==> src/sv/sh4alu_fifo.sv <==
// ----------------------------------------------------------------------------
// sh4alu_fifo
// Small register queue with full and empty flags.
// ----------------------------------------------------------------------------
`default_nettype none

module sh4alu_fifo #(
   parameter int unsigned DEPTH = 2,
   parameter int unsigned WIDTH = 8
) (
   input  wire logic             clock,
   input  wire logic             reset,
   input  wire logic             push,
   input  wire logic [WIDTH-1:0] push_data,
   output logic                  full,
   input  wire logic             pop,
   output logic [WIDTH-1:0]      pop_data,
   output logic                  empty
);

   localparam int unsigned PTR_W = (DEPTH > 1) ? $clog2(DEPTH) : 1;
   localparam int unsigned CNT_W = $clog2(DEPTH + 1);

   logic [WIDTH-1:0] store_ff [DEPTH];
   logic [PTR_W-1:0] wr_ptr_ff, wr_ptr_in;
   logic [PTR_W-1:0] rd_ptr_ff, rd_ptr_in;
   logic [CNT_W-1:0] count_ff, count_in;
   logic             do_push, do_pop;

   assign full     = (count_ff == CNT_W'(DEPTH));
   assign empty    = (count_ff == '0);
   assign do_push  = push && !full;
   assign do_pop   = pop && !empty;
   assign pop_data = store_ff[rd_ptr_ff];

   // pointer and count update
   always_comb begin
      wr_ptr_in = wr_ptr_ff;
      rd_ptr_in = rd_ptr_ff;
      count_in  = count_ff;
      if (do_push) begin
         wr_ptr_in = (wr_ptr_ff == PTR_W'(DEPTH - 1)) ? '0 : wr_ptr_ff + 1'b1;
      end
      if (do_pop) begin
         rd_ptr_in = (rd_ptr_ff == PTR_W'(DEPTH - 1)) ? '0 : rd_ptr_ff + 1'b1;
      end
      if (do_push && !do_pop) begin
         count_in = count_ff + 1'b1;
      end else if (do_pop && !do_push) begin
         count_in = count_ff - 1'b1;
      end
   end

   always_ff @(posedge clock) begin
      if (reset) begin
         wr_ptr_ff <= '0;
         rd_ptr_ff <= '0;
         count_ff  <= '0;
      end else begin
         wr_ptr_ff <= wr_ptr_in;
         rd_ptr_ff <= rd_ptr_in;
         count_ff  <= count_in;
      end
   end

   // storage
   always_ff @(posedge clock) begin
      if (do_push) begin
         store_ff[wr_ptr_ff] <= push_data;
      end
   end

endmodule

`default_nettype wire

==> config.mk <==
export PLATFORM = sky130hd
export DESIGN_NAME = sh4alu_fifo
export DESIGN_NICKNAME = d
export VERILOG_FILES = /design/src/sv/sh4alu_fifo.sv
export SDC_FILE = /design/constraint.sdc
export NUM_CORES = 1
export LEC_CHECK = 0
export BUFFER_PORTS_ARGS = -buffer_cell sky130_fd_sc_hd__buf_4
export CAP_MARGIN = 30
export CORE_ASPECT_RATIO = 1.2
export CORE_MARGIN = 3
export CORE_UTILIZATION = 35
export CTS_CLUSTER_SIZE = 8
export DETAILED_ROUTE_END_ITERATION = 6
export HOLD_SLACK_MARGIN = 0.08
export PLACE_DENSITY_LB_ADDON = 0.05
export SYNTH_ARGS = -nofsm -noshare
export SYNTH_HDL_FRONTEND = slang
export SYNTH_SLANG_ARGS = --single-unit
==> constraint.sdc <==
create_clock -name clock -period 1.7 [get_ports clock]
set_input_delay 0 -clock clock [delete_from_list [all_inputs] [get_ports clock]]
set_output_delay 0 -clock clock [all_outputs]
set_load 0.01 [all_outputs]
== Word level (Yosys, flattened, before mapping) ==
Memory sizes are Yosys's and may differ from the RTL's. A register that Yosys moved wholly into a read port is not among the register bits.
Cells that the tools add are included.

* Mux-type cells: 8
* $add $sub $neg: 4
* Reduce and logical (&&, ||, !) cells: 10
* Eq/ne operators: 1

{| class="wikitable"
|+ Operators by type and width
! cell !! number
|-
| 1-bit two-way mux || 6
|-
| 1-bit logical AND || 4
|-
| 1-bit zero test || 4
|-
| 2-bit two-way mux || 2
|-
| 1-bit adder (second input constant) || 2
|-
| 2-bit by 1-bit adder with 2-bit output (second input constant) || 1
|-
| 2-bit equality test (second input constant) || 1
|-
| 2-bit zero test || 1
|-
| 2-bit nonzero test || 1
|-
| 2-bit by 1-bit subtractor with 2-bit output (second input constant) || 1
|}

* Word-level logic and storage cells: 27
* Memories: 1
* Input port bits: 12
* Output and inout bits: 10
* Bits in writable memories: 16
* Register bits after elaboration: 4

{| class="wikitable"
|+ Memories
! name !! depth !! width !! rd ports !! clocked after memory_dff !! write ports !! line !! RTL
|-
| store_ff || 2 || 8 || 1 || 1 || 1 || 24 || <nowiki>logic [WIDTH-1:0] store_ff [DEPTH];</nowiki>
|}

== Longest topological paths before layout ==
* Word-level depth: 7
* Depth in mapped cells: 6
* Gate-level depth less buffers: 6

== Least setup slack after synthesis ==
Ideal clock, no wire load.

* Path type: reg2reg
* Start point: register count_ff[1]
* End point: register count_ff[1]
* Arrival time: 1,422 ps
* Period minus slack after synthesis: 1,492 ps
* Setup slack: 208 ps
* Stages on the path, launching flop included: 6
* Library setup time: 70 ps
* Cell sequence: dfxtp_1 > nor2b_2 > nor2_1 > ha_1 > or3_1 > a21oi_1

* Longest elaborated chain between the ends: 6

{| class="wikitable"
|+ Ends and longest elaborated chain
! what !! line !! RTL
|-
| start: declaration || 27 || <nowiki>logic [CNT_W-1:0] count_ff, count_in;</nowiki>
|-
| start signal: assignment || 62 || <nowiki>count_ff <= count_in;</nowiki>
|-
| 2-bit equality test (*) || 30 || <nowiki>assign full = (count_ff == CNT_W'(DEPTH));</nowiki>
|-
| net full || 15 || <nowiki>output logic full,</nowiki>
|-
| 1-bit zero test (*) || 32 || <nowiki>assign do_push = push && !full;</nowiki>
|-
| 1-bit logical AND (*) || 32 ||
|-
| 1-bit zero test || 49 || <nowiki>end else if (do_pop && !do_push) begin</nowiki>
|-
| 1-bit logical AND || 49 ||
|-
| 2-bit nonzero test (no line) || n/a ||
|}

The timed path passes the listed nets; every way through them passes the cells marked *. The select of a mux whose other input is x is not followed.
A chain may end at the register's enable or synchronous reset.

== Worst setup path in the final report ==
* Start point: register count_ff[0]
* End point: register count_ff[1]

* Longest elaborated chain between the ends: 6

{| class="wikitable"
|+ Ends and longest elaborated chain
! what !! line
|-
| 2-bit equality test / 2-bit zero test (equally long branches) || 30, 31
|-
| 1-bit zero test (on tied branches) || 32, 33
|-
| 1-bit logical AND (on tied branches) || 32, 33
|-
| 1-bit zero test (on tied branches) || 49, 47
|-
| 1-bit logical AND (on tied branches) || 49, 47
|-
| 2-bit nonzero test (no line) / 2-bit two-way mux (equally long branches) || n/a
|}

Several ways; a longest one is shown, not always the timed one. The select of a mux whose other input is x is not followed.

==> impl_results.md <==
* Status: finished clean
* Vias at 493
* TritonCTS clock tree: built
* Clock Latency Late Sink at 0.29 ns
* Post-synthesis adder-cell area fraction at 1.58%
* Synth Area in Compound Gates at 3.15%
* Row Count at 18
* Layout area overhead at 40.1%
* Synth area leaders: edfxtp_1 61%, dfxtp_1 13%, mux2_2 11%
* Fillers at 205
* Ratio of final minimum period to clock period at 91.6%
* Synth cell types at 13
* Clock Skews at 0.00310 ns
* Post-Synth Simple-Gate Area at 5.84%
* Syn_nets at 63
* First-pass GRT wire length at 2150 um
* Mux contribution to synthesized area at 11.4%
* Initial core utilization at 37.5%
* WHS at 0.140 ns
* Worst setup EP type: flip-flop
* Core area at approximately 2100 um2
* CTS max path bufs at 2
* Initial antenna violation count at 0
* Worst-path clk slew at 0.11 ns
* Top cell type by total area after synthesis: edfxtp_1
* Top cells by count, synth: 16 x edfxtp_1, 8 x mux2_2, 5 x dfxtp_1, 5 x nor2_1
* Yosys top cell area share at 60.6%
* Xor/xnor share of the synthesized area at 3.31%
* RSZ-0062 raised after global routing: no
* Largest net degree at the start of global routing at 13
* Root Buffer: clkbuf_4
* Startpoint types: flip-flop
* Drt total wl at 1270 um
* Main synth FF type: edfxtp_1
* I/O pin count at 22
* Port bufs at 21
* Total GRT Usage at 10.3%
* HP Class: input pin to flip-flop
* Worst-path maximum fanout at 5
* Top-count cell post-synth: edfxtp_1
* Syn avg cell area at 15.9 um2
* Avg WL per Cell at approximately 11 um
* MaxCap Viol Count at 0
* Post-synthesis sequential area ratio at about 73%
* Die height at ~58 um
* Worst path required time at roughly 1.9 ns
* TritonCTS buffer count at 3
* CTS Sinks at 21
* Slew Viols, Final at 0
* Vias in the first global route at 511
* H-tree levels at 1
* Worst setup slack after layout at 0.143 ns
* Die width at ~50 um
* Die area at approximately 2900 um2
* Max-slew headroom at 72.6%
* Pwr Density at 1280 nW/um2
* Layout cell share with drive strength beyond 1 at 40.5%
* Async set-reset flop share out of synthesis at 0%
* Main combinational cell family by area after synthesis: multiplexers
* Synth Warn # at 0
* GPL Wtd Cong at around 0.69
* Drt pass-1 iters at 1
* DP Worst Slack at around 0.16 ns
* GRT Residual Overflow at 0
* Post-layout min period at 1.56 ns
* CP Class: flip-flop to flip-flop
* Fin nets at 98
* Resized Gates After CTS at 0
* Setup TNS after final layout at 0 ns
* Final hold viol count at 0
* Max IR drop VDD at 0.774 mV
* Post-route ant nets at 0
* Crit path DAT at between 1.5 and 2 ns
* Detail Placement HPWL at 863 um
* Iter 0 DRT Violations at 0
* EDFF count, synth at 16
* Via density at 4.32
* Gate Count Post-Synth at 50
* FF+latch count, synth at 21
* F_max at 642 MHz
* # diodes at 0
* Final instance area at 1110 um2
* DRC violations left at 0
* Tightest Pin Transition at 0.411 ns
* Setup violators final at 0
* Mapped Area at 793 um2
* Pleak at 0.440 nW
* Area after DPL at 983 um2
[placed cells by master (no fill, tap or decap), drive strengths merged]
master	netlist	layout
nor2	5	5
inv	2	2
ha	1	1
a21oi	2	2
and2	1	1
edfxtp	16	16
dlygate4sd3	0	10
clkbuf	0	3
o21ai	3	3
mux2	8	8
clkinv	0	1
or3	2	2
xor2	3	3
nor2b	1	1
buf	1	21
dfxtp	5	5
[per-layer routing]
metal  vias up  GRT usage [%]  wire (um)  share of wire (%)
met2        13           18.2        684                 54
met1       231           10.8        539                 43
met4         0           5.93          0                  0
met5         -              0          0                  0
met3         0           3.08         41                3.2
li1        249              -          -                  -
[per-stage QoR]
| step | std cells | power (mW) | util (%) |
|---|---|---|---|
| final | 114 | 1.42 | 52.5 |
| after CTS | 114 | 1.45 | 52.5 |
| after floorplan | 50 | 1.00 | - |
| after detailed placement | 100 | 1.20 | 46.5 |
| after global routing | 114 | 1.53 | 52.5 |
| after global placement | 100 | 1.20 | 46.5 |
[worst max-delay path, stage by stage, from the launching register on]
cell and delay (ns):
dfxtp_1 0.38, o21ai_0 0.29, ha_1 0.32, or3_1 0.38, a21oi_1 0.14
[cell type report]
cell class	instances	area (um2)	share of cell area [%]
flip-flops and latches	21	581	52.3
repair buffers	31	258	23.2
multi-input cells	26	200	18.0
well taps	30	37.5	3.38
clock buffers	3	22.5	2.03
inverters	2	7.51	0.676
clock inverters	1	5.00	0.450
[flip-flops by register name, summed over array words and instances (netlist names), named ones only]
name	count
rd_ptr_ff	1
count_ff	2
wr_ptr_ff	1
store_ff	16
[logic make-up (layout without fill, tap and decap cells)]
family          Yosys count  count (layout)
flops                    21              21
simple gates              9               9
mux                       8               8
compound gates            5               5
xor+xnor                  3               3
buf+inv                   3              37
fa+ha+maj                 1               1
[path summary, 6_finish.rpt]
path                                  start          end  slack (ns)  cells past startpoint
worst min-delay path                    pop    rd_ptr_ff        0.14                      4
worst min register to register    wr_ptr_ff    wr_ptr_ff        0.49                      2
worst max register to register  count_ff[0]  count_ff[1]        0.14                      4
worst max-delay path            count_ff[0]  count_ff[1]        0.14                      4
[report_power, final]
part           internal, mW  switching [mW]
Clock                0.0874           0.138
Sequential            0.655          0.0654
Combinational         0.268           0.206
[timing repair]
action | 4_1_cts | 5_1_grt
buffers inserted | 0 | 0
hold buffers | 10 | 0
endpoints found under the setup margin | 0 | 0
hold endpoints to repair | 21 | 0
(Power assumes the default switching activity.)
