$ cat src/sv/sh4alu_pkg.sv
// ----------------------------------------------------------------------------
// sh4alu_pkg
// Shared constants, operation classes and item types of the SH-4 integer
// execute block.
// ----------------------------------------------------------------------------
`default_nettype none

package sh4alu_pkg;

   // queue depths
   localparam int unsigned QUEUE_DEPTH  = 2;
   localparam int unsigned RESULT_DEPTH = 2;

   // item modes
   localparam logic [1:0] MODE_EXEC   = 2'd0;
   localparam logic [1:0] MODE_LDREG  = 2'd1;
   localparam logic [1:0] MODE_LDMACH = 2'd2;
   localparam logic [1:0] MODE_LDMACL = 2'd3;

   // operation classes produced by the decoder
   localparam int unsigned OP_W = 6;
   localparam logic [OP_W-1:0] OP_UNKNOWN = 6'd0;
   localparam logic [OP_W-1:0] OP_CLRT    = 6'd1;
   localparam logic [OP_W-1:0] OP_SETT    = 6'd2;
   localparam logic [OP_W-1:0] OP_CLRS    = 6'd3;
   localparam logic [OP_W-1:0] OP_SETS    = 6'd4;
   localparam logic [OP_W-1:0] OP_DIV0U   = 6'd5;
   localparam logic [OP_W-1:0] OP_MOVT    = 6'd6;
   localparam logic [OP_W-1:0] OP_MULL    = 6'd7;
   localparam logic [OP_W-1:0] OP_DIV0S   = 6'd8;
   localparam logic [OP_W-1:0] OP_TST     = 6'd9;
   localparam logic [OP_W-1:0] OP_CMPSTR  = 6'd10;
   localparam logic [OP_W-1:0] OP_XTRCT   = 6'd11;
   localparam logic [OP_W-1:0] OP_MULUW   = 6'd12;
   localparam logic [OP_W-1:0] OP_MULSW   = 6'd13;
   localparam logic [OP_W-1:0] OP_CMPEQ   = 6'd14;
   localparam logic [OP_W-1:0] OP_CMPHS   = 6'd15;
   localparam logic [OP_W-1:0] OP_CMPGE   = 6'd16;
   localparam logic [OP_W-1:0] OP_DIV1    = 6'd17;
   localparam logic [OP_W-1:0] OP_DMULU   = 6'd18;
   localparam logic [OP_W-1:0] OP_CMPHI   = 6'd19;
   localparam logic [OP_W-1:0] OP_CMPGT   = 6'd20;
   localparam logic [OP_W-1:0] OP_SUBC    = 6'd21;
   localparam logic [OP_W-1:0] OP_SUBV    = 6'd22;
   localparam logic [OP_W-1:0] OP_DMULS   = 6'd23;
   localparam logic [OP_W-1:0] OP_ADDC    = 6'd24;
   localparam logic [OP_W-1:0] OP_ADDV    = 6'd25;
   localparam logic [OP_W-1:0] OP_SHLL    = 6'd26;
   localparam logic [OP_W-1:0] OP_SHLR    = 6'd27;
   localparam logic [OP_W-1:0] OP_ROTL    = 6'd28;
   localparam logic [OP_W-1:0] OP_ROTR    = 6'd29;
   localparam logic [OP_W-1:0] OP_DT      = 6'd30;
   localparam logic [OP_W-1:0] OP_CMPPZ   = 6'd31;
   localparam logic [OP_W-1:0] OP_CMPPL   = 6'd32;
   localparam logic [OP_W-1:0] OP_SHAR    = 6'd33;
   localparam logic [OP_W-1:0] OP_ROTCL   = 6'd34;
   localparam logic [OP_W-1:0] OP_ROTCR   = 6'd35;
   localparam logic [OP_W-1:0] OP_SHAD    = 6'd36;
   localparam logic [OP_W-1:0] OP_SHLD    = 6'd37;
   localparam logic [OP_W-1:0] OP_NOT     = 6'd38;
   localparam logic [OP_W-1:0] OP_SWAPB   = 6'd39;
   localparam logic [OP_W-1:0] OP_SWAPW   = 6'd40;
   localparam logic [OP_W-1:0] OP_NEGC    = 6'd41;
   localparam logic [OP_W-1:0] OP_NEG     = 6'd42;
   localparam logic [OP_W-1:0] OP_EXTUB   = 6'd43;
   localparam logic [OP_W-1:0] OP_EXTUW   = 6'd44;
   localparam logic [OP_W-1:0] OP_EXTSB   = 6'd45;
   localparam logic [OP_W-1:0] OP_EXTSW   = 6'd46;
   localparam logic [OP_W-1:0] OP_CMPIM   = 6'd47;
   localparam logic [OP_W-1:0] OP_TSTIM   = 6'd48;
   localparam logic [OP_W-1:0] OP_LDREG   = 6'd49;
   localparam logic [OP_W-1:0] OP_LDMACH  = 6'd50;
   localparam logic [OP_W-1:0] OP_LDMACL  = 6'd51;

   // decoded item handed from front to back
   typedef struct packed {
      logic [OP_W-1:0] op;
      logic [3:0]      rn_idx;   // first read address, also write address
      logic [3:0]      rb_idx;   // second read address (Rm, or R0 for immediates)
      logic [7:0]      imm;
      logic [31:0]     value;
   } dec_item_type;

   // result item
   typedef struct packed {
      logic        reg_written;
      logic [3:0]  reg_number;
      logic [31:0] reg_result;
      logic        t_out;
      logic        q_out;
      logic        m_out;
      logic        s_out;
      logic [31:0] mac_high_out;
      logic [31:0] mac_low_out;
      logic        unknown_op;
   } rsp_item_type;

endpackage

`default_nettype wire

$ cat src/sv/sh4alu_decode.sv
// ----------------------------------------------------------------------------
// sh4alu_decode
// Front end: classifies an incoming item into an operation class and
// register addresses.
// ----------------------------------------------------------------------------
`default_nettype none

module sh4alu_decode (
   input  wire logic [1:0]          mode,
   input  wire logic [15:0]         instruction,
   input  wire logic [3:0]          load_index,
   input  wire logic [31:0]         load_value,
   output sh4alu_pkg::dec_item_type item
);

   logic [3:0]                  n_fld, m_fld, lo;
   logic [7:0]                  lb;
   logic [sh4alu_pkg::OP_W-1:0] op;

   assign n_fld = instruction[11:8];
   assign m_fld = instruction[7:4];
   assign lo    = instruction[3:0];
   assign lb    = instruction[7:0];

   // opcode classification
   always_comb begin
      op = sh4alu_pkg::OP_UNKNOWN;
      unique case (instruction[15:12])
         4'h0: begin
            if (instruction == 16'h0008)                    op = sh4alu_pkg::OP_CLRT;
            else if (instruction == 16'h0018)               op = sh4alu_pkg::OP_SETT;
            else if (instruction == 16'h0048)               op = sh4alu_pkg::OP_CLRS;
            else if (instruction == 16'h0058)               op = sh4alu_pkg::OP_SETS;
            else if (instruction == 16'h0019)               op = sh4alu_pkg::OP_DIV0U;
            else if ((instruction & 16'hF0FF) == 16'h0029)  op = sh4alu_pkg::OP_MOVT;
            else if (lo == 4'h7)                            op = sh4alu_pkg::OP_MULL;
         end
         4'h2: begin
            unique case (lo)
               4'h7:    op = sh4alu_pkg::OP_DIV0S;
               4'h8:    op = sh4alu_pkg::OP_TST;
               4'hC:    op = sh4alu_pkg::OP_CMPSTR;
               4'hD:    op = sh4alu_pkg::OP_XTRCT;
               4'hE:    op = sh4alu_pkg::OP_MULUW;
               4'hF:    op = sh4alu_pkg::OP_MULSW;
               default: op = sh4alu_pkg::OP_UNKNOWN;
            endcase
         end
         4'h3: begin
            unique case (lo)
               4'h0:    op = sh4alu_pkg::OP_CMPEQ;
               4'h2:    op = sh4alu_pkg::OP_CMPHS;
               4'h3:    op = sh4alu_pkg::OP_CMPGE;
               4'h4:    op = sh4alu_pkg::OP_DIV1;
               4'h5:    op = sh4alu_pkg::OP_DMULU;
               4'h6:    op = sh4alu_pkg::OP_CMPHI;
               4'h7:    op = sh4alu_pkg::OP_CMPGT;
               4'hA:    op = sh4alu_pkg::OP_SUBC;
               4'hB:    op = sh4alu_pkg::OP_SUBV;
               4'hD:    op = sh4alu_pkg::OP_DMULS;
               4'hE:    op = sh4alu_pkg::OP_ADDC;
               4'hF:    op = sh4alu_pkg::OP_ADDV;
               default: op = sh4alu_pkg::OP_UNKNOWN;
            endcase
         end
         4'h4: begin
            if (lo == 4'hC)      op = sh4alu_pkg::OP_SHAD;
            else if (lo == 4'hD) op = sh4alu_pkg::OP_SHLD;
            else begin
               unique case (lb)
                  8'h00, 8'h20: op = sh4alu_pkg::OP_SHLL;
                  8'h01:        op = sh4alu_pkg::OP_SHLR;
                  8'h04:        op = sh4alu_pkg::OP_ROTL;
                  8'h05:        op = sh4alu_pkg::OP_ROTR;
                  8'h10:        op = sh4alu_pkg::OP_DT;
                  8'h11:        op = sh4alu_pkg::OP_CMPPZ;
                  8'h15:        op = sh4alu_pkg::OP_CMPPL;
                  8'h21:        op = sh4alu_pkg::OP_SHAR;
                  8'h24:        op = sh4alu_pkg::OP_ROTCL;
                  8'h25:        op = sh4alu_pkg::OP_ROTCR;
                  default:      op = sh4alu_pkg::OP_UNKNOWN;
               endcase
            end
         end
         4'h6: begin
            unique case (lo)
               4'h7:    op = sh4alu_pkg::OP_NOT;
               4'h8:    op = sh4alu_pkg::OP_SWAPB;
               4'h9:    op = sh4alu_pkg::OP_SWAPW;
               4'hA:    op = sh4alu_pkg::OP_NEGC;
               4'hB:    op = sh4alu_pkg::OP_NEG;
               4'hC:    op = sh4alu_pkg::OP_EXTUB;
               4'hD:    op = sh4alu_pkg::OP_EXTUW;
               4'hE:    op = sh4alu_pkg::OP_EXTSB;
               4'hF:    op = sh4alu_pkg::OP_EXTSW;
               default: op = sh4alu_pkg::OP_UNKNOWN;
            endcase
         end
         4'h8:    if (n_fld == 4'h8) op = sh4alu_pkg::OP_CMPIM;
         4'hC:    if (n_fld == 4'h8) op = sh4alu_pkg::OP_TSTIM;
         default: op = sh4alu_pkg::OP_UNKNOWN;
      endcase
   end

   // build the decoded item; load modes override the class
   always_comb begin
      item.op     = op;
      item.rn_idx = n_fld;
      item.rb_idx = m_fld;
      item.imm    = lb;
      item.value  = load_value;
      unique case (mode)
         sh4alu_pkg::MODE_LDREG: begin
            item.op     = sh4alu_pkg::OP_LDREG;
            item.rn_idx = load_index;
         end
         sh4alu_pkg::MODE_LDMACH: item.op = sh4alu_pkg::OP_LDMACH;
         sh4alu_pkg::MODE_LDMACL: item.op = sh4alu_pkg::OP_LDMACL;
         default: begin
            // immediate forms read R0 on the second port
            if (op == sh4alu_pkg::OP_CMPIM || op == sh4alu_pkg::OP_TSTIM) begin
               item.rb_idx = 4'h0;
            end
         end
      endcase
   end

endmodule

`default_nettype wire

$ cat config.mk
export PLATFORM = sky130hd
export DESIGN_NAME = sh4alu_decode
export DESIGN_NICKNAME = d
export VERILOG_FILES = /design/src/sv/sh4alu_pkg.sv /design/src/sv/sh4alu_decode.sv
export SDC_FILE = /design/constraint.sdc
export NUM_CORES = 1
export LEC_CHECK = 0
export ABC_AREA = 0
export BUFFER_PORTS_ARGS = -buffer_cell sky130_fd_sc_hd__buf_4
export CAP_MARGIN = 20
export CORE_AREA = 2 2 59 61
export DETAILED_ROUTE_END_ITERATION = 10
export DIE_AREA = 0 0 61 63
export MAX_ROUTING_LAYER = met4
export PLACE_DENSITY = 0.87
export SLEW_MARGIN = 20
export SYNTH_ARGS = -nofsm -noshare
export SYNTH_HDL_FRONTEND = slang
export SYNTH_SLANG_ARGS = --single-unit
$ cat constraint.sdc
create_clock -name vclk -period 5.5
set_input_delay 1.1 -clock vclk [all_inputs]
set_output_delay 1.1 -clock vclk [all_outputs]
set_load 0.01 [all_outputs]
# Word-level counts from Yosys, hierarchy flattened
# Memories as Yosys holds them, arrays and structs flattened.
# Cells that the tools add are included.
# word_totals
reg_bits	0
mem_bits_ro	160
in_bits	54
word_cells	59
n_memories	2
# memory_table
name	depth	width	read_ports	rd_clocked_by_memory_dff	write_ports	line	source
(no name shown)	16	5	1	0	0	sh4alu_decode.sv:50	unique case (lo)
(no name shown)	16	5	1	0	0	sh4alu_decode.sv:86	unique case (lo)
# op_classes
eq_ne	34
n_mux	18
reduce_logical	5
# op_table
operator	n
6-bit one-hot mux with 10 select lines	1
6-bit one-hot mux with 7 select lines	1
16-bit by 5-bit equality test with 1-bit output, second input constant	2
16-bit by 7-bit equality test with 1-bit output, second input constant	2
4-bit equality test, second input constant	8
8-bit by 6-bit equality test with 1-bit output, second input constant	4
8-bit by 5-bit equality test with 1-bit output, second input constant	3
6-bit two-way mux	4
4-bit one-hot mux with 6 select lines	1
3-bit two-way mux	7
6-bit one-hot mux with 3 select lines	1
16-bit by 4-bit equality test with 1-bit output, second input constant	1
8-bit by 3-bit equality test with 1-bit output, second input constant	2
12-bit by 6-bit equality test with 1-bit output, second input constant	1
4-bit by 3-bit equality test with 1-bit output, second input constant	3
6-bit equality test, second input constant	2
4-bit two-way mux	3
4-bit by 2-bit equality test with 1-bit output, second input constant	2
8-bit by 1-bit equality test with 1-bit output, second input constant	1
8-bit logical NOT	1
2-bit equality test, second input constant	2
4-bit logical NOT	1
3-bit OR reduction	1
2-bit by 1-bit equality test with 1-bit output, second input constant	1
2 further kinds	2

# Longest topological paths before layout
# Gate-level depths: netlist (run 1).
# logic_depth
depth_word	13
mapped_depth	10
ltp_nobuf	9

# Worst setup path before layout (run 1)
# OpenSTA, ideal clock, no wires.
# synth_timing
kind	input to output
startpoint	input instruction[0]
endpoint	output item[40] (netlist name)
arrival_time_ns	3.009
t_required_ns	4.400
path_slack_ns	1.391
stages	9
cell_sequence	inv_1 > ha_1 > o21ai_0 > o21ai_0 > a221oi_1 > o311ai_4 > nor4b_1 > o2111ai_2 > and2_1
# synth_lines
element	line	source
start: declaration	sh4alu_decode.sv:10	input wire logic [15:0] instruction,
end: declaration	sh4alu_decode.sv:13	output sh4alu_pkg::dec_item_type item

==> flow_summary_export.csv, run 1 <==
group,metric,value,unit
global_routing,met2_usage,24.3,%
synthesis,yosys.area_share.simple,34.2,%
detailed_routing,vias,1273,
synthesis,syn_area,1380,um2
setup_path,crit_start,"instruction[0]",
synthesis,ys_warn_count,0,
power_and_ir_drop,swShare,50.5,%
setup_path,cp_top_family,"compound AO/OA/AOI/OAI gates",
timing,tightestPinTransition,688,ps
die,fp-row-count,21,
setup_path,cp.arrival,3590,ps
power_and_ir_drop,vdd_ir_drop_max,0.0000200,V
layout,fin_util,42.7,%
setup_path,required,4400,ps
timing,setup_viol,0,
detailed_routing,drt_iter0_drc,76,
die,die_w,61,um
global_routing,track_usage,15.8,%
layout,nFillCells,327,
setup_path,critPathBufInv,3,
timing,hold_viol,0,
power_and_ir_drop,clkPwrFrac,0,%
power_and_ir_drop,combPwrFrac,100.0,%
hold_path,hp-class,"primary input to output port",
place,portBuffers,44,
clocking,hold_buffers,0,
timing,hold_ws,2200,ps
detailed_routing,drtPass1Iterations,4,
synthesis,ys_seq_area_share,0,%
layout,n_sequential_cell,0,
run_status,status,"finished clean",
timing,finalCritPeriodShare,85.3,%
setup_path,cp_slowest_cell,"a221oi_1",
synthesis,synthesis.nets,238,
synthesis,synth-xor-area-share,1.27,%
synthesis,synth_most_common_cell,"buf_4",
global_routing,grt_pass1_wl,4.89,mm
layout,diodes,0,
power_and_ir_drop,seqPwrFrac,0,%
place,dp_slack,824,ps
detailed_routing,drc,0,
layout,instances_no_fill,220,
layout,regArea,0,um2
synthesis,synth_area_leader_cell,"buf_4",
timing,relSlewSlack,53.7,%
setup_path,path_depth,11,
synthesis,synth_area_leaders,"buf_4, mux2_2, ha_1",
synthesis,ys_types,64,
synthesis,synth_top_cell_area_share,21.8,%
place,dp_cells,220,
layout,drive_gt1_share,40.2,%
global_routing,gr-usage-met1,21.9,%
power_and_ir_drop,finalPower,0.0850,mW
die,io_pins,108,
clocking,post_cts_resized,0,
timing,slew_violations,0,
global_routing,busiest_layer,"met2",
global_routing,overflow,0,
power_and_ir_drop,internal_power,0.0420,mW
synthesis,syn_area_per_cell,7.70,um2
job,cap_violations,0,
place,place_area,1380,um2
setup_path,start_kind,"primary input",
synthesis,synth_top_family_by_area,"simple AND/OR/NAND/NOR gates",
layout,n_clock_buffer,0,
detailed_routing,ant_nets,0,
layout,nets,235,
setup_path,critPathCapture,"item[43]",
detailed_routing,drt-wirelength-per-cell,14.0,um
die,initial_core_util,42.6,%
global_routing,antenna_found_initial,0,
setup_path,crit_chain,"buf_4 -> inv_1 -> ha_1 -> o21ai_0 -> o21ai_0 -> a221oi_1 -> o311ai_4 -> nor4b_1 -> o2111ai_2 -> and2_1 -> buf_4",
synthesis,ys_top_cells_by_count,"buf_4, a21oi_1, and2_1, nor2_1, o21ai_0",
timing,rsz0062_at_grt,"no",
die,die_area,3840,um2
timing,layout_min_cycle_time,4690,ps
timing,setup_slack,808,ps
die,core,3230,um2
global_routing,grt_max_degree,30,
detailed_routing,via_per_inst,5.79,
layout,area_delta_synth_final,0.272,%
clocking,postCtsSetupRepairBufs,0,
die,die_y,63,um
place,hpwl,2.42,mm
global_routing,gr-usage-met3,1.45,%
detailed_routing,routed_wl,3.07,mm
power_and_ir_drop,p_leak,0.535,nW
setup_path,max_stage_delay,460,ps
layout,finish.instance_area,1380,um2
place,place.gp.congestion,0.930,
setup_path,end_kind,"output port",
synthesis,synthMuxAreaShare,6.54,%
setup_path,crit_type,"primary input to output port",
power_and_ir_drop,power_density,61.5,nW/um2
synthesis,synth-compound-area-share,24.0,%
synthesis,syn_inst,179,
timing,max_freq,0.213,GHz
setup_path,cp_max_fo,9,
timing,tns,0,ps
synthesis,synth_fa_ha_area_share,4.54,%
power_and_ir_drop,p_switching,0.0429,mW
global_routing,grt_pass1_vias,1075,
cells in the final DEF, fill, tap and decap left out, types with 2 or more instances in the layout:
cell type,count
nand2b_1,4
inv_1,6
mux2_2,6
nand3_1,6
or4_1,3
and3b_1,2
or3_1,2
nor3_1,4
nand2_1,6
o311ai_0,2
nand3b_1,3
a21oi_1,8
nor4b_1,2
o211ai_1,2
a21boi_0,2
a21o_1,2
and4bb_2,3
o21ai_0,7
ha_1,5
buf_4,44
nor2_1,7
nor3b_1,2
and2_1,7
xnor2_1,2
or3_2,2
kinds of logic (layout without fill, tap and decap cells):
family / after synthesis / count (layout)
simple gates: 68 / 68
fa+ha+maj: 5 / 5
compound gates: 42 / 42
xor+xnor: 2 / 2
mux: 7 / 7
buf+inv: 55 / 50
final cells by class:
cell class | instances | area [um2] | share of cell area [%]
inverters | 6 | 22.5 | 1.63
multi-input cells | 124 | 971 | 70.3
repair buffers | 44 | 330 | 23.9
well taps | 46 | 57.6 | 4.17
how the worst min path moves through the flow:
stage                   start  depth (start not counted)  slack, ps        to
3_3_place_gp   load_value[14]                          0       2200  item[14]
6_report       load_value[16]                          0       2200  item[16]
5_1_grt        load_value[29]                          0       2200  item[29]
3_5_place_dp   load_value[14]                          0       2200  item[14]
2_1_floorplan   load_value[0]                          1       2290   item[0]
4_1_cts        load_value[14]                          0       2200  item[14]
power by group through the flow:
| stage | clock network, mW | registers [mW] | logic [mW] |
|---|---|---|---|
| global placement | 0 | 0 | 0.0834 |
| detailed placement | 0 | 0 | 0.0846 |
| CTS | 0 | 0 | 0.0847 |
| global route | 0 | 0 | 0.0929 |
| floorplan | 0 | 0 | 0.0788 |
| finish | 0 | 0 | 0.0850 |
metal layers:
metal / wire [um] / share of wire, %
met2: 1370 / 45
met5: 0 / 0
met4: 53 / 1.7
met1: 1370 / 45
met3: 273 / 8.9
Note: power is estimated with default switching activity, not from simulation.
==> run 2: changes to the inputs <==
Settings changed: CORE_AREA 2 2 59 61 to 2 2 64 66, DIE_AREA 0 0 61 63 to 0 0 66 68, PLACE_DENSITY 0.87 to 0.78.
Clock period 5.5 ns to 4 ns, I/O delays scaled along.
==> run 2 against run 1 <==
Via count grew 0.71%. Core utilization shrank 5.0 points. Combinational power grew 45%. Largest cell class unchanged. Highest routed layer unchanged.
==> flow_summary_export.csv, run 2 (synthesized netlist as in run 1, its figures left out) <==
group,metric,value,unit
run_status,status,"finished clean",
layout,nets,242,
power_and_ir_drop,p_switching,0.0606,mW
global_routing,overflow,0,
timing,setup_viol,0,
layout,diodes,0,
global_routing,grt_max_degree,30,
die,io_pins,108,
hold_path,hp-class,"primary input to output port",
die,initial_core_util,35.7,%
setup_path,crit_chain,"buf_4 -> inv_1 -> ha_1 -> nor2_1 -> or4_1 -> a21oi_1 -> nor4_2 -> buf_4 -> and4bb_1 -> o2111ai_2 -> and2_1 -> buf_4",
detailed_routing,drc,0,
power_and_ir_drop,vdd_ir_drop_max,0.0000297,V
global_routing,grt_pass1_wl,4.82,mm
clocking,hold_buffers,0,
layout,regArea,0,um2
global_routing,track_usage,13.4,%
setup_path,crit_type,"primary input to output port",
setup_path,critPathBufInv,4,
layout,drive_gt1_share,44.2,%
power_and_ir_drop,internal_power,0.0621,mW
layout,instances_no_fill,231,
setup_path,required,3200,ps
setup_path,crit_top_cell,"buf_4",
timing,finalCritPeriodShare,95.4,%
place,place.gp.congestion,0.929,
place,hpwl,2.58,mm
detailed_routing,drtPass1Iterations,4,
die,die_area,4490,um2
layout,final_cell_mix,"buf_4, a21oi_1, and2_1, nor2_1",
timing,layout_min_cycle_time,3810,ps
timing,relSlewSlack,67.5,%
setup_path,cp.arrival,3010,ps
layout,fin_util,37.7,%
detailed_routing,vias,1282,
detailed_routing,routed_wl,3.25,mm
setup_path,max_stage_delay,400,ps
detailed_routing,ant_nets,0,
die,die_w,66,um
power_and_ir_drop,seqPwrFrac,0,%
timing,hold_viol,0,
place,portBuffers,44,
timing,max_freq,0.262,GHz
timing,tns,0,ps
power_and_ir_drop,combPwrFrac,100.0,%
timing,rsz0062_at_grt,"no",
layout,multi_input_area,986,um2
job,cap_violations,0,
place,dp_cells,231,
die,die_y,68,um
detailed_routing,drt-wirelength-per-cell,14.1,um
timing,tightestPinTransition,475,ps
layout,area_delta_synth_final,5.54,%
setup_path,cp_slowest_cell,"or4_1",
die,core,3860,um2
power_and_ir_drop,clkPwrFrac,0,%
layout,nFillCells,420,
global_routing,antenna_found_initial,0,
detailed_routing,drt_iter0_drc,97,
setup_path,cp_top_family,"simple AND/OR/NAND/NOR gates",
detailed_routing,via_per_inst,5.55,
layout,final_common_cell,"buf_4",
layout,n_clock_buffer,0,
timing,slew_violations,0,
power_and_ir_drop,power_density,84.4,nW/um2
global_routing,grt_pass1_vias,1021,
power_and_ir_drop,p_leak,0.571,nW
die,fp-row-count,23,
setup_path,cp_max_fo,7,
power_and_ir_drop,swShare,49.4,%
setup_path,start_kind,"primary input",
layout,n_sequential_cell,0,
setup_path,end_kind,"output port",
run 2: layout make-up:
class / count / area share, %
inverter: 6 / 1.55
multi-input combinational: 124 / 67.8
timing repair buffer: 51 / 26.3
tap: 50 / 4.30
run 2: worst paths after layout:
kind	depth (start not counted)	startpoint	end	slack, ps
worst min-delay path	0	load_value[0]	item[0]	1600
worst max-delay path	12	instruction[1]	item[40]	190
run 2: through the flow:
| step | setup slack [ps] | power, mW | hold slack, ps | instance area [um2] |
|---|---|---|---|---|
| after CTS | 36.6 | 0.122 | 1600 | 1440 |
| after global routing | 4.86 | 0.134 | 1600 | 1450 |
| after floorplan | 491 | 0.108 | 1690 | 1380 |
| after global placement | 104 | 0.120 | 1600 | 1440 |
| final | 186 | 0.123 | 1600 | 1450 |
| after detailed placement | 85.9 | 0.121 | 1600 | 1440 |
run 2: what timing repair did:
item / CTS / global route
setup endpoints to repair: 0 / 4
resized for setup: 0 / 4
buffers inserted: 0 / 0
run 2: power groups by stage:
stage          Clock (mW)  Combinational [mW]  Sequential [mW]
2_1_floorplan           0               0.108                0
3_3_place_gp            0               0.120                0
3_5_place_dp            0               0.121                0
4_1_cts                 0               0.122                0
5_1_grt                 0               0.134                0
6_report                0               0.123                0
run 2: metal layers:
layer,track usage [%],share of wire [%],vias to the layer above,wire [um]
li1,-,-,630,-
met1,18.7,44,604,1410
met2,22.7,49,46,1580
met3,0.329,7.5,2,245
met4,0.765,0.15,0,5
met5,-,0,-,0
